`config.mk`:
```
export PLATFORM = sky130hd
export DESIGN_NAME = cube_face_sample_decoder_unit
export DESIGN_NICKNAME = d
export VERILOG_FILES = /design/src/design/cfsd_pkg.sv /design/src/design/cfsd_decode.sv /design/src/design/cfsd_cell.sv /design/src/design/cube_face_sample_decoder_unit.sv
export SDC_FILE = /design/constraint.sdc
export NUM_CORES = 2
export LEC_CHECK = 0
export BUFFER_PORTS_ARGS = -buffer_cell sky130_fd_sc_hd__buf_2
export CAP_MARGIN = 10
export CELL_PAD_IN_SITES_DETAIL_PLACEMENT = 1
export CELL_PAD_IN_SITES_GLOBAL_PLACEMENT = 1
export CORE_ASPECT_RATIO = 1.25
export CORE_UTILIZATION = 54
export CTS_CLUSTER_SIZE = 12
export DETAILED_ROUTE_END_ITERATION = 8
export GPL_ROUTABILITY_DRIVEN = 0
export PLACE_DENSITY_LB_ADDON = 0.1
export SLEW_MARGIN = 20
export SYNTH_ARGS = -nofsm -noshare
export SYNTH_HDL_FRONTEND = slang
export SYNTH_SLANG_ARGS = --single-unit
```
`constraint.sdc`:
```
create_clock -name aclk -period 8.1 [get_ports aclk]
set_input_delay 0.81 -clock aclk [delete_from_list [all_inputs] [get_ports aclk]]
set_output_delay 0.81 -clock aclk [all_outputs]
set_load 0.02 [all_outputs]
```
`src/design/cfsd_pkg.sv`:
```
`default_nettype none
package cfsd_pkg;

    localparam int UV_FRAC_BITS_DEF = 16;
    localparam int COORD_W          = 25;
    localparam int DIV_W            = 9;   // divisor 2d, at most 510
    localparam int MIP_MAX          = 14;

    localparam logic [2:0] FACE_POS_X = 3'd0;
    localparam logic [2:0] FACE_NEG_X = 3'd1;
    localparam logic [2:0] FACE_POS_Y = 3'd2;
    localparam logic [2:0] FACE_NEG_Y = 3'd3;
    localparam logic [2:0] FACE_POS_Z = 3'd4;
    localparam logic [2:0] FACE_NEG_Z = 3'd5;

    // sideband carried alongside the quotient bits
    typedef struct packed {
        logic [2:0] face;
        logic [3:0] mip;
        logic       neg_u;
        logic       neg_v;
    } cfsd_side_t;

    // floor(16a/255) clamped: count thresholds ceil(255k/16) that a reaches
    function automatic logic [3:0] mip_of(input logic [7:0] a);
        logic [3:0] m;
        m = 4'd0;
        for (int k = 1; k <= MIP_MAX; k++) begin
            if (a >= 8'((255 * k + 15) >> 4)) begin
                m = 4'(k);
            end
        end
        return m;
    endfunction

endpackage
`default_nettype wire

```
`src/design/cfsd_decode.sv`:
```
`default_nettype none
module cfsd_decode #(
    parameter int UV_FRAC_BITS = cfsd_pkg::UV_FRAC_BITS_DEF
) (
    input  wire logic [31:0]                  word,
    output cfsd_pkg::cfsd_side_t              side,
    output logic [cfsd_pkg::DIV_W-1:0]        div,
    output logic [UV_FRAC_BITS+8:0]           num_u,
    output logic [UV_FRAC_BITS+8:0]           num_v
);
    logic signed [9:0] sx, sy, sz, pu, pv, su, sv;
    logic [7:0] ax, ay, az, d;
    logic [8:0] mag_u, mag_v;
    logic [2:0] face;

    always_comb begin
        sx = $signed({1'b0, word[23:16], 1'b0}) - 10'sd255;
        sy = $signed({1'b0, word[15:8], 1'b0}) - 10'sd255;
        sz = $signed({1'b0, word[7:0], 1'b0}) - 10'sd255;
        ax = sx[9] ? 8'(-sx) : sx[7:0];
        ay = sy[9] ? 8'(-sy) : sy[7:0];
        az = sz[9] ? 8'(-sz) : sz[7:0];

        // strict majors pick x or y, anything else lands on z
        if (ax > ay && ax > az) begin
            d = ax;
            if (!sx[9]) begin
                face = cfsd_pkg::FACE_POS_X; pu = -sz; pv = -sy;
            end else begin
                face = cfsd_pkg::FACE_NEG_X; pu = sz;  pv = -sy;
            end
        end else if (ay > ax && ay > az) begin
            d = ay;
            if (!sy[9]) begin
                face = cfsd_pkg::FACE_POS_Y; pu = sx; pv = sz;
            end else begin
                face = cfsd_pkg::FACE_NEG_Y; pu = sx; pv = -sz;
            end
        end else begin
            d = az;
            if (!sz[9]) begin
                face = cfsd_pkg::FACE_POS_Z; pu = sx;  pv = -sy;
            end else begin
                face = cfsd_pkg::FACE_NEG_Z; pu = -sx; pv = -sy;
            end
        end

        su    = $signed({2'b00, d}) + pu;
        sv    = $signed({2'b00, d}) + pv;
        mag_u = su[9] ? 9'(-su) : su[8:0];
        mag_v = sv[9] ? 9'(-sv) : sv[8:0];

        // |d+p| * 2^F + d, the +d gives round half away from zero
        num_u = {mag_u, UV_FRAC_BITS'(d)};
        num_v = {mag_v, UV_FRAC_BITS'(d)};
        div   = {d, 1'b0};

        side.face  = face;
        side.mip   = cfsd_pkg::mip_of(word[31:24]);
        side.neg_u = su[9];
        side.neg_v = sv[9];
    end
endmodule
`default_nettype wire

```
`src/design/cfsd_cell.sv`:
```
`default_nettype none
// one restoring division step for both coordinates
module cfsd_cell #(
    parameter int QW = cfsd_pkg::UV_FRAC_BITS_DEF + 8
) (
    input  wire logic                          aclk,
    input  wire logic                          aresetn,
    input  wire logic                          in_valid,
    output logic                               in_ready,
    input  wire cfsd_pkg::cfsd_side_t          in_side,
    input  wire logic [cfsd_pkg::DIV_W-1:0]    in_div,
    input  wire logic [cfsd_pkg::DIV_W-1:0]    in_rem_u,
    input  wire logic [cfsd_pkg::DIV_W-1:0]    in_rem_v,
    input  wire logic [QW-1:0]                 in_sr_u,
    input  wire logic [QW-1:0]                 in_sr_v,
    output logic                               out_valid,
    input  wire logic                          out_ready,
    output cfsd_pkg::cfsd_side_t               out_side,
    output logic [cfsd_pkg::DIV_W-1:0]         out_div,
    output logic [cfsd_pkg::DIV_W-1:0]         out_rem_u,
    output logic [cfsd_pkg::DIV_W-1:0]         out_rem_v,
    output logic [QW-1:0]                      out_sr_u,
    output logic [QW-1:0]                      out_sr_v
);
    localparam int TW = cfsd_pkg::DIV_W + 1;

    logic                         valid_reg;
    cfsd_pkg::cfsd_side_t         side_reg;
    logic [cfsd_pkg::DIV_W-1:0]   div_reg, rem_u_reg, rem_v_reg, rem_u_next, rem_v_next;
    logic [QW-1:0]                sr_u_reg, sr_v_reg, sr_u_next, sr_v_next;
    logic [TW-1:0]                t_u, t_v;
    logic                         ge_u, ge_v;

    assign in_ready = !valid_reg || out_ready;

    always_comb begin
        t_u  = {in_rem_u, in_sr_u[QW-1]};
        t_v  = {in_rem_v, in_sr_v[QW-1]};
        ge_u = t_u >= {1'b0, in_div};
        ge_v = t_v >= {1'b0, in_div};
        rem_u_next = ge_u ? cfsd_pkg::DIV_W'(t_u - {1'b0, in_div}) : cfsd_pkg::DIV_W'(t_u);
        rem_v_next = ge_v ? cfsd_pkg::DIV_W'(t_v - {1'b0, in_div}) : cfsd_pkg::DIV_W'(t_v);
        // consumed numerator bit leaves the top, quotient bit enters the bottom
        sr_u_next = {in_sr_u[QW-2:0], ge_u};
        sr_v_next = {in_sr_v[QW-2:0], ge_v};
    end

    always_ff @(posedge aclk) begin
        if (!aresetn) begin
            valid_reg <= 1'b0;
        end else if (in_ready) begin
            valid_reg <= in_valid;
        end
    end

    always_ff @(posedge aclk) begin
        if (in_ready && in_valid) begin
            side_reg  <= in_side;
            div_reg   <= in_div;
            rem_u_reg <= rem_u_next;
            rem_v_reg <= rem_v_next;
            sr_u_reg  <= sr_u_next;
            sr_v_reg  <= sr_v_next;
        end
    end

    assign out_valid = valid_reg;
    assign out_side  = side_reg;
    assign out_div   = div_reg;
    assign out_rem_u = rem_u_reg;
    assign out_rem_v = rem_v_reg;
    assign out_sr_u  = sr_u_reg;
    assign out_sr_v  = sr_v_reg;
endmodule
`default_nettype wire

```
`src/design/cube_face_sample_decoder_unit.sv`:
```
`default_nettype none
// channel   direction  handshake          payload
// s_        in         s_valid / s_ready  s_encoded_sample
// m_        out        m_valid / m_ready  m_face, m_mip_level, m_u_coord, m_v_coord
//
// one item per cycle sustained while m_ready stays high; stages in order:
// (decode register, UV_FRAC_BITS + 8 division cells, output register)
// the row of division cells sets the latency: one quotient bit per cell
// reset: aresetn low clears every stage valid, payload registers are not reset
// stalls: each stage takes a new item when empty or when its successor moves,
// so bubbles close up and input stays open while a result waits at m_, until no stage is empty
// a zero word is accepted and dropped, it never enters the pipeline
module cube_face_sample_decoder_unit #(
    parameter int UV_FRAC_BITS = cfsd_pkg::UV_FRAC_BITS_DEF
) (
    input  wire logic                                aclk,
    input  wire logic                                aresetn,
    input  wire logic                                s_valid,
    output logic                                     s_ready,
    input  wire logic [31:0]                         s_encoded_sample,
    output logic                                     m_valid,
    input  wire logic                                m_ready,
    output logic [2:0]                               m_face,
    output logic [3:0]                               m_mip_level,
    output logic signed [cfsd_pkg::COORD_W-1:0]      m_u_coord,
    output logic signed [cfsd_pkg::COORD_W-1:0]      m_v_coord
);
    localparam int QW  = UV_FRAC_BITS + 8;   // quotient width, also cell count
    localparam int NW  = UV_FRAC_BITS + 9;   // numerator width
    localparam int CW  = cfsd_pkg::COORD_W;
    localparam int EW  = ((QW > CW) ? QW : CW) + 1;
    localparam int DW  = cfsd_pkg::DIV_W;

    // decode stage
    cfsd_pkg::cfsd_side_t dec_side;
    logic [DW-1:0]        dec_div;
    logic [NW-1:0]        dec_num_u, dec_num_v;

    cfsd_decode #(.UV_FRAC_BITS(UV_FRAC_BITS)) u_decode (
        .word  (s_encoded_sample),
        .side  (dec_side),
        .div   (dec_div),
        .num_u (dec_num_u),
        .num_v (dec_num_v)
    );

    logic                 dv_reg;
    cfsd_pkg::cfsd_side_t dside_reg;
    logic [DW-1:0]        ddiv_reg;
    logic [NW-1:0]        dnum_u_reg, dnum_v_reg;

    // chain links: index 0 is the decode register, index QW the last cell
    logic                 ch_valid [QW+1];
    logic                 ch_ready [QW+1];
    cfsd_pkg::cfsd_side_t ch_side  [QW+1];
    logic [DW-1:0]        ch_div   [QW+1];
    logic [DW-1:0]        ch_rem_u [QW+1];
    logic [DW-1:0]        ch_rem_v [QW+1];
    logic [QW-1:0]        ch_sr_u  [QW+1];
    logic [QW-1:0]        ch_sr_v  [QW+1];

    assign s_ready = !dv_reg || ch_ready[0];

    always_ff @(posedge aclk) begin
        if (!aresetn) begin
            dv_reg <= 1'b0;
        end else if (s_ready) begin
            dv_reg <= s_valid && (s_encoded_sample != 32'd0);
        end
    end

    always_ff @(posedge aclk) begin
        if (s_ready && s_valid) begin
            dside_reg  <= dec_side;
            ddiv_reg   <= dec_div;
            dnum_u_reg <= dec_num_u;
            dnum_v_reg <= dec_num_v;
        end
    end

    // quotient is below 2^QW, so the top numerator bit is the starting remainder
    assign ch_valid[0] = dv_reg;
    assign ch_side[0]  = dside_reg;
    assign ch_div[0]   = ddiv_reg;
    assign ch_rem_u[0] = DW'(dnum_u_reg[NW-1]);
    assign ch_rem_v[0] = DW'(dnum_v_reg[NW-1]);
    assign ch_sr_u[0]  = dnum_u_reg[QW-1:0];
    assign ch_sr_v[0]  = dnum_v_reg[QW-1:0];

    for (genvar i = 0; i < QW; i++) begin : g_cell
        cfsd_cell #(.QW(QW)) u_cell (
            .aclk      (aclk),
            .aresetn   (aresetn),
            .in_valid  (ch_valid[i]),
            .in_ready  (ch_ready[i]),
            .in_side   (ch_side[i]),
            .in_div    (ch_div[i]),
            .in_rem_u  (ch_rem_u[i]),
            .in_rem_v  (ch_rem_v[i]),
            .in_sr_u   (ch_sr_u[i]),
            .in_sr_v   (ch_sr_v[i]),
            .out_valid (ch_valid[i+1]),
            .out_ready (ch_ready[i+1]),
            .out_side  (ch_side[i+1]),
            .out_div   (ch_div[i+1]),
            .out_rem_u (ch_rem_u[i+1]),
            .out_rem_v (ch_rem_v[i+1]),
            .out_sr_u  (ch_sr_u[i+1]),
            .out_sr_v  (ch_sr_v[i+1])
        );
    end

    // sign and saturate the quotients
    logic [EW-1:0]    q_u, q_v, lim_u, lim_v, sat_u, sat_v;
    logic [CW-1:0]    res_u, res_v;
    cfsd_pkg::cfsd_side_t last_side;

    always_comb begin
        last_side = ch_side[QW];
        q_u   = EW'(ch_sr_u[QW]);
        q_v   = EW'(ch_sr_v[QW]);
        // negative side reaches -2^(CW-1), positive side 2^(CW-1)-1
        lim_u = last_side.neg_u ? (EW'(1) << (CW - 1)) : ((EW'(1) << (CW - 1)) - EW'(1));
        lim_v = last_side.neg_v ? (EW'(1) << (CW - 1)) : ((EW'(1) << (CW - 1)) - EW'(1));
        sat_u = (q_u > lim_u) ? lim_u : q_u;
        sat_v = (q_v > lim_v) ? lim_v : q_v;
        res_u = last_side.neg_u ? CW'(-sat_u) : CW'(sat_u);
        res_v = last_side.neg_v ? CW'(-sat_v) : CW'(sat_v);
    end

    // output register
    logic          ov_reg;
    logic [2:0]    face_reg;
    logic [3:0]    mip_reg;
    logic [CW-1:0] u_reg, v_reg;

    assign ch_ready[QW] = !ov_reg || m_ready;

    always_ff @(posedge aclk) begin
        if (!aresetn) begin
            ov_reg <= 1'b0;
        end else if (ch_ready[QW]) begin
            ov_reg <= ch_valid[QW];
        end
    end

    always_ff @(posedge aclk) begin
        if (ch_ready[QW] && ch_valid[QW]) begin
            face_reg <= last_side.face;
            mip_reg  <= last_side.mip;
            u_reg    <= res_u;
            v_reg    <= res_v;
        end
    end

    assign m_valid     = ov_reg;
    assign m_face      = face_reg;
    assign m_mip_level = mip_reg;
    assign m_u_coord   = $signed(u_reg);
    assign m_v_coord   = $signed(v_reg);
endmodule
`default_nettype wire

```
Word-level counts from Yosys, hierarchy flattened
Index checks and enable logic that the tools add are counted.

Word-level logic and storage cells: 564. Register bits after elaboration: 1916. Bits of input ports: 36.

Mux-type cells: 84. $lt $le $gt $ge: 68. Reduce and logical (&&, ||, !) cells: 84. Add/subtract/negate cells: 58.

Operators by type and width (count): $ge A10 B9 Y1 (46); $mux W9 (46); $sub A9 B9 Y9 (44); $mux W25 (6); $mux W10 (7); $ge A8 B8 Y1 const B (7); $gt A24 B25 Y1 (2); $neg A25 Y25 (2); $mux W8 (5); $ge A8 B7 Y1 const B (4); $gt A8 B8 Y1 (4); $reduce_bool A32 Y1 (1); $mux W3 (10); $neg A10 Y10 (3); $sub A9 B8 Y10 const B (3); $logic_and A1 B1 Y1 (29); $logic_not A1 Y1 (26); $logic_or A1 B1 Y1 (26); $add A9 B10 Y10 (2); $ge A2 B9 Y1 (2); $neg A9 Y9 (2); $sub A2 B9 Y9 (2); $ge A8 B6 Y1 const B (2); $mux W2 (6); 4 further kinds (7).

Depth between registers and ports, before layout
Word-level depth: 28. Depth in mapped cells: 22.

Modules after synthesis
A second synthesis with hierarchy kept.

Cell total of the unflattened synthesis: 6520. Area, all modules: 97696.2 um2.

Modules (own cells, without submodules): cfsd_cell at g_cell[0].u_cell ... (area each 3664.8 um2, times used 23, cells each 230, sequential area each 2542.4 um2); cube_face_sample_decoder_unit (area each 7080.5 um2, times used 1, cells each 642, sequential area each 3793.6 um2); cfsd_cell at g_cell[6].u_cell (area each 3734.8 um2, times used 1, cells each 239, sequential area each 2542.4 um2); cfsd_decode (area each 2591.2 um2, times used 1, cells each 349, sequential area each 0.0 um2).

Least setup slack after synthesis
OpenSTA, ideal clock, no wires.

Kind: in2reg. Start: in m_ready. End: reg g_cell[21].u_cell.div_reg (netlist bit g_cell[21].u_cell.out_div[2]), enable pin. Setup slack: 0.806 ns. Library setup time: 0.627 ns. Arrival time: 6.667 ns. Path buffers: 1. Stages: 3. Cell sequence: and4b_1 buf_4 a21boi_0.

Cells in the longest elaborated chain, start to end: 5.

Ends and longest elaborated chain: start: declaration (RTL line cube_face_sample_decoder_unit.sv:22) `input wire logic m_ready,`; $logic_or A1 B1 Y1 (RTL line cube_face_sample_decoder_unit.sv:137) `assign ch_ready[QW] = !ov_reg || m_ready;`; $logic_or A1 B1 Y1 (3 in series) (RTL line cfsd_cell.sv:34) `assign in_ready = !valid_reg || out_ready;`; $logic_and A1 B1 Y1 (RTL line cfsd_cell.sv:57) `if (in_ready && in_valid) begin`; end signal: assignment (RTL line cfsd_cell.sv:59) `div_reg <= in_div;`; end: declaration (RTL line cfsd_cell.sv:29) `logic [cfsd_pkg::DIV_W-1:0] div_reg, rem_u_reg, rem_v_reg, rem_u_next, rem_v_next;`.

No other way between the ends. A chain may end at the register's enable or synchronous reset.

Final worst setup path
Start: in s_encoded_sample[23]. End: reg dnum_u_reg[19], data pin.

Cells in the longest elaborated chain, start to end: 9.

Ends and longest elaborated chain: start: declaration (RTL line cube_face_sample_decoder_unit.sv:20) `input wire logic [31:0] s_encoded_sample,`; $sub A9 B8 Y10 * (RTL line cfsd_decode.sv:17) `sx = $signed({1'b0, word[23:16], 1'b0}) - 10'sd255;`; $mux W8 (RTL line cfsd_decode.sv:20) `ax = sx[9] ? 8'(-sx) : sx[7:0];`; $gt A8 B8 Y1 (RTL line cfsd_decode.sv:32) `end else if (ay > ax && ay > az) begin`; $logic_and A1 B1 Y1 (RTL line cfsd_decode.sv:32); $mux W8 / $mux W10 (equally long branches) (RTL line cfsd_decode.sv:32); $mux W8 / $mux W10 (equally long branches) (RTL line cfsd_decode.sv:25) `if (ax > ay && ax > az) begin`; $add A9 B10 Y10 * (RTL line cfsd_decode.sv:48) `su = $signed({2'b00, d}) + pu;`; $neg A9 Y9 (RTL line cfsd_decode.sv:50) `mag_u = su[9] ? 9'(-su) : su[8:0];`; $mux W9 * (RTL line cfsd_decode.sv:50); named net dec_num_u[19] (RTL line cube_face_sample_decoder_unit.sv:37) `logic [NW-1:0] dec_num_u, dec_num_v;`; end signal: assignment (RTL line cube_face_sample_decoder_unit.sv:76) `dnum_u_reg <= dec_num_u;`; end: declaration (RTL line cube_face_sample_decoder_unit.sv:50) `logic [NW-1:0] dnum_u_reg, dnum_v_reg;`.

The timed path passes the listed nets; every way through them passes the cells marked *.

==> impl_results.md <==
- Io pins: 95
- Core Area: ~120000 µm²
- First-pass GRT wire length: roughly 220 mm
- Total track usage: 23.2%
- Maxcap violations: 0
- Max_slew headroom: 29.2%
- Post-synthesis sequential area ratio: 67.6%
- Crit path DAT: 6.51 ns
- Layout cells sized above 1: around a tenth
- Area growth, synth to finish: 10.8%
- RSZ-0062 raised after global routing: no
- Critical Path Sink Type: flip-flop
- WL/cell: 22.1 µm
- Synth Area per Inst: 14.7 µm²
- TritonCTS clock tree: built
- Most frequent cells in the layout: edfxtp_1 (1488), ha_1 (418), inv_1 (296), a21oi_1 (266), nor2_1 (242)
- Worst-case clock buffer depth: 3
- H-tree levels: 4
- Vias in the first global route: 39981
- Routed wire length: about 140 mm
- Worst EP required: 8.62 ns
- TritonCTS Sinks: between 1500 and 2000
- Final std cells w/o fill: 6432
- DR pass1 iterations: 5
- Status: finished clean
- Max reg flops: 342
- Initial antenna violation count: 1
- Design Area, Final: 74100 µm²
- Multi-input gate area: 20500 µm²
- Hold Crit Class: in2reg
- EDFF count, synth: 1488
- Synth Register Bits: 1514
- Synthesized Nets: 5037
- Die height: roughly 400 µm
- Placed insts: between 6000 and 7000
- Antenna Nets Post-Route: 0
- Worst Setup Start Kind: input port
- Synth Cell Area: about 67000 µm²
- Hold wc startpoint: s_encoded_sample[30]
- Yosys cell types: about 80
- Hold endpoint: ch_side[220]$_SDFFCE_PP1P_
- Port bufs: 94
- Main flop type after synthesis: edfxtp_1
- Max Clock Skew: 0.0386 ns
- Final Cycle Share: 73.9%
- Slew @ Worst Pin: 1.06 ns
- Die area: 125000 µm²
- Worst-skew pair later-pin latency: ~0.8 ns
- Worst-path fanout max: 22
- Count of final hold-check violations: 0
- Register Area: 45200 µm²
- Worst Hold Depth: 1
- R2R Path Start: g_cell[23].u_cell.out_side[0]$_DFFE_PP_
- R2R Path End: m_v_coord[14]$_DFFE_PP_
- Critical path class: in2reg
- Fill cell count: approximately 11000
- Die width: between 300 and 400 µm
- Grt ovf: 0
- Detail Placement HPWL: 106 mm
- Post-CTS Setup Bufs: 0
- Vias: 36614
- Total CTS buffers: between 150 and 200
- Cts hold-fix bufs: 0
- Max Clock Freq: 0.167 GHz
- YS warnings: 0
- Worst vdd ir: 0.212 mV
- Static leakage: 26.7 nW
- DP Area: 69500 µm²
- # DRC: 0
- Fin. max-slew vios: 0
- Final #Nets: 5244
- Post-synth ARST share: 0%
- Clock period minus worst slack: 5.98 ns
- Gate Count Post-Synth: 4539
- Sum of negative setup slack: 0 ns
- Routed vias/inst: 5.69
- Worst reg2reg path depth: 16
- Cell area power density: 219 nW/µm²
- Most common cell after layout, fill and taps aside: edfxtp_1
- Root Driver: clkbuf_16
- Largest net degree at the start of global routing: 65
- Post-CTS Resized: 0
- Worst-path clk slew: around 0.06 ns
- Min Hold Slack: 0.252 ns
- Worst R2R Setup Slack: around 2.7 ns
- Num rows: 144
- Setup-failing EPs final: 0
- Final core occ: 60.2%
- Initial Utilization: 54.4%
- Initial DRC count: 1752
-- cell usage after synthesis (18+ instances only) --
library cell	count	area, µm²
edfxtp_1	1488	44700
ha_1	418	5230
inv_1	296	1110
a21oi_1	269	1350
nor2_1	245	920
nand2_1	211	792
o21ai_0	202	1010
xnor2_1	198	1730
mux2_2	137	1540
a21o_1	113	848
xor2_1	90	788
nor2b_1	82	513
o21bai_1	70	526
clkbuf_1	65	244
nand4_1	60	375
nor3_1	60	300
or3_1	46	288
fa_1	44	881
o21a_1	42	315
o31ai_1	41	308
nand3_1	33	165
a211oi_1	26	195
dfxtp_1	26	521
mux2i_1	23	230
or2_2	22	138
o311a_1	18	180
-- where the power goes --
group / switching [mW] / internal (mW)
registers: 0.0747 / 8.65
clock network: 2.90 / 3.62
logic: 0.577 / 0.381
-- stage by stage --
stage	total power [mW]	setup WS [ns]
5_1_grt	16.7	1.62
4_1_cts	16.4	2.23
3_3_place_gp	9.80	1.62
3_5_place_dp	9.84	1.39
2_1_floorplan	9.56	0.806
6_report	16.2	2.12
-- final cells by class --
cell class / instances / share of cell area (%)
well taps: 1606 / 2.71
multi-input cells: 2657 / 27.7
diodes: 1 / 0.00338
clock inverters: 35 / 0.768
clock buffers: 197 / 5.39
repair buffers: 126 / 0.959
flip-flops and latches: 1514 / 61.0
inverters: 296 / 1.50
-- worst max path at each step --
stage,startpoint,to
2_1_floorplan,m_ready,g_cell[21].u_cell.out_div[2]$_DFFE_PP_
3_3_place_gp,s_encoded_sample[23],dnum_u_reg[19]$_DFFE_PP_
3_5_place_dp,s_encoded_sample[23],dnum_u_reg[19]$_DFFE_PP_
4_1_cts,s_encoded_sample[23],dnum_u_reg[19]$_DFFE_PP_
5_1_grt,s_encoded_sample[23],dnum_u_reg[18]$_DFFE_PP_
6_report,s_encoded_sample[23],dnum_u_reg[19]$_DFFE_PP_
-- worst max-delay path: stages --
cell and delay, ns:
buf_2 0.39, inv_1 0.21, ha_1 0.32, inv_1 0.08, ha_1 0.32, nand4_1 0.12, a21oi_1 0.08, nor3_1 0.48
nand2_1 0.59, inv_1 0.46, nor2_1 0.27, xnor2_1 0.28, a21oi_1 0.10, ha_1 0.38, o21ai_0 0.16, a211oi_1 0.46
a41o_1 0.35, nor2_1 0.07, o311ai_1 0.20, a21oi_1 0.19, xor2_1 0.17
-- per-layer routing --
metal / global-route usage [%] / vias to the layer above / wire length, µm
met5: 0 / - / 0
met3: 3.31 / 271 / 3850
met2: 44.9 / 566 / 80200
li1: - / 17446 / -
met4: 10.8 / 0 / 6200
met1: 24.1 / 18331 / 51900
-- cell families (layout without fill, tap and decap cells) --
| family | count (synthesis) | count (layout) | share of synthesized area, % |
|---|---|---|---|
| compound gates | 890 | 890 | 8.43 |
| xor+xnor | 288 | 288 | 3.77 |
| fa+ha+maj | 462 | 462 | 9.14 |
| buf+inv | 368 | 654 | 2.08 |
| flops | 1514 | 1514 | 67.6 |
| mux | 160 | 160 | 2.65 |
| other cells | 0 | 1 | 0 |
| simple gates | 857 | 857 | 6.35 |
No activity file was read; power rests on OpenSTA's default activity.
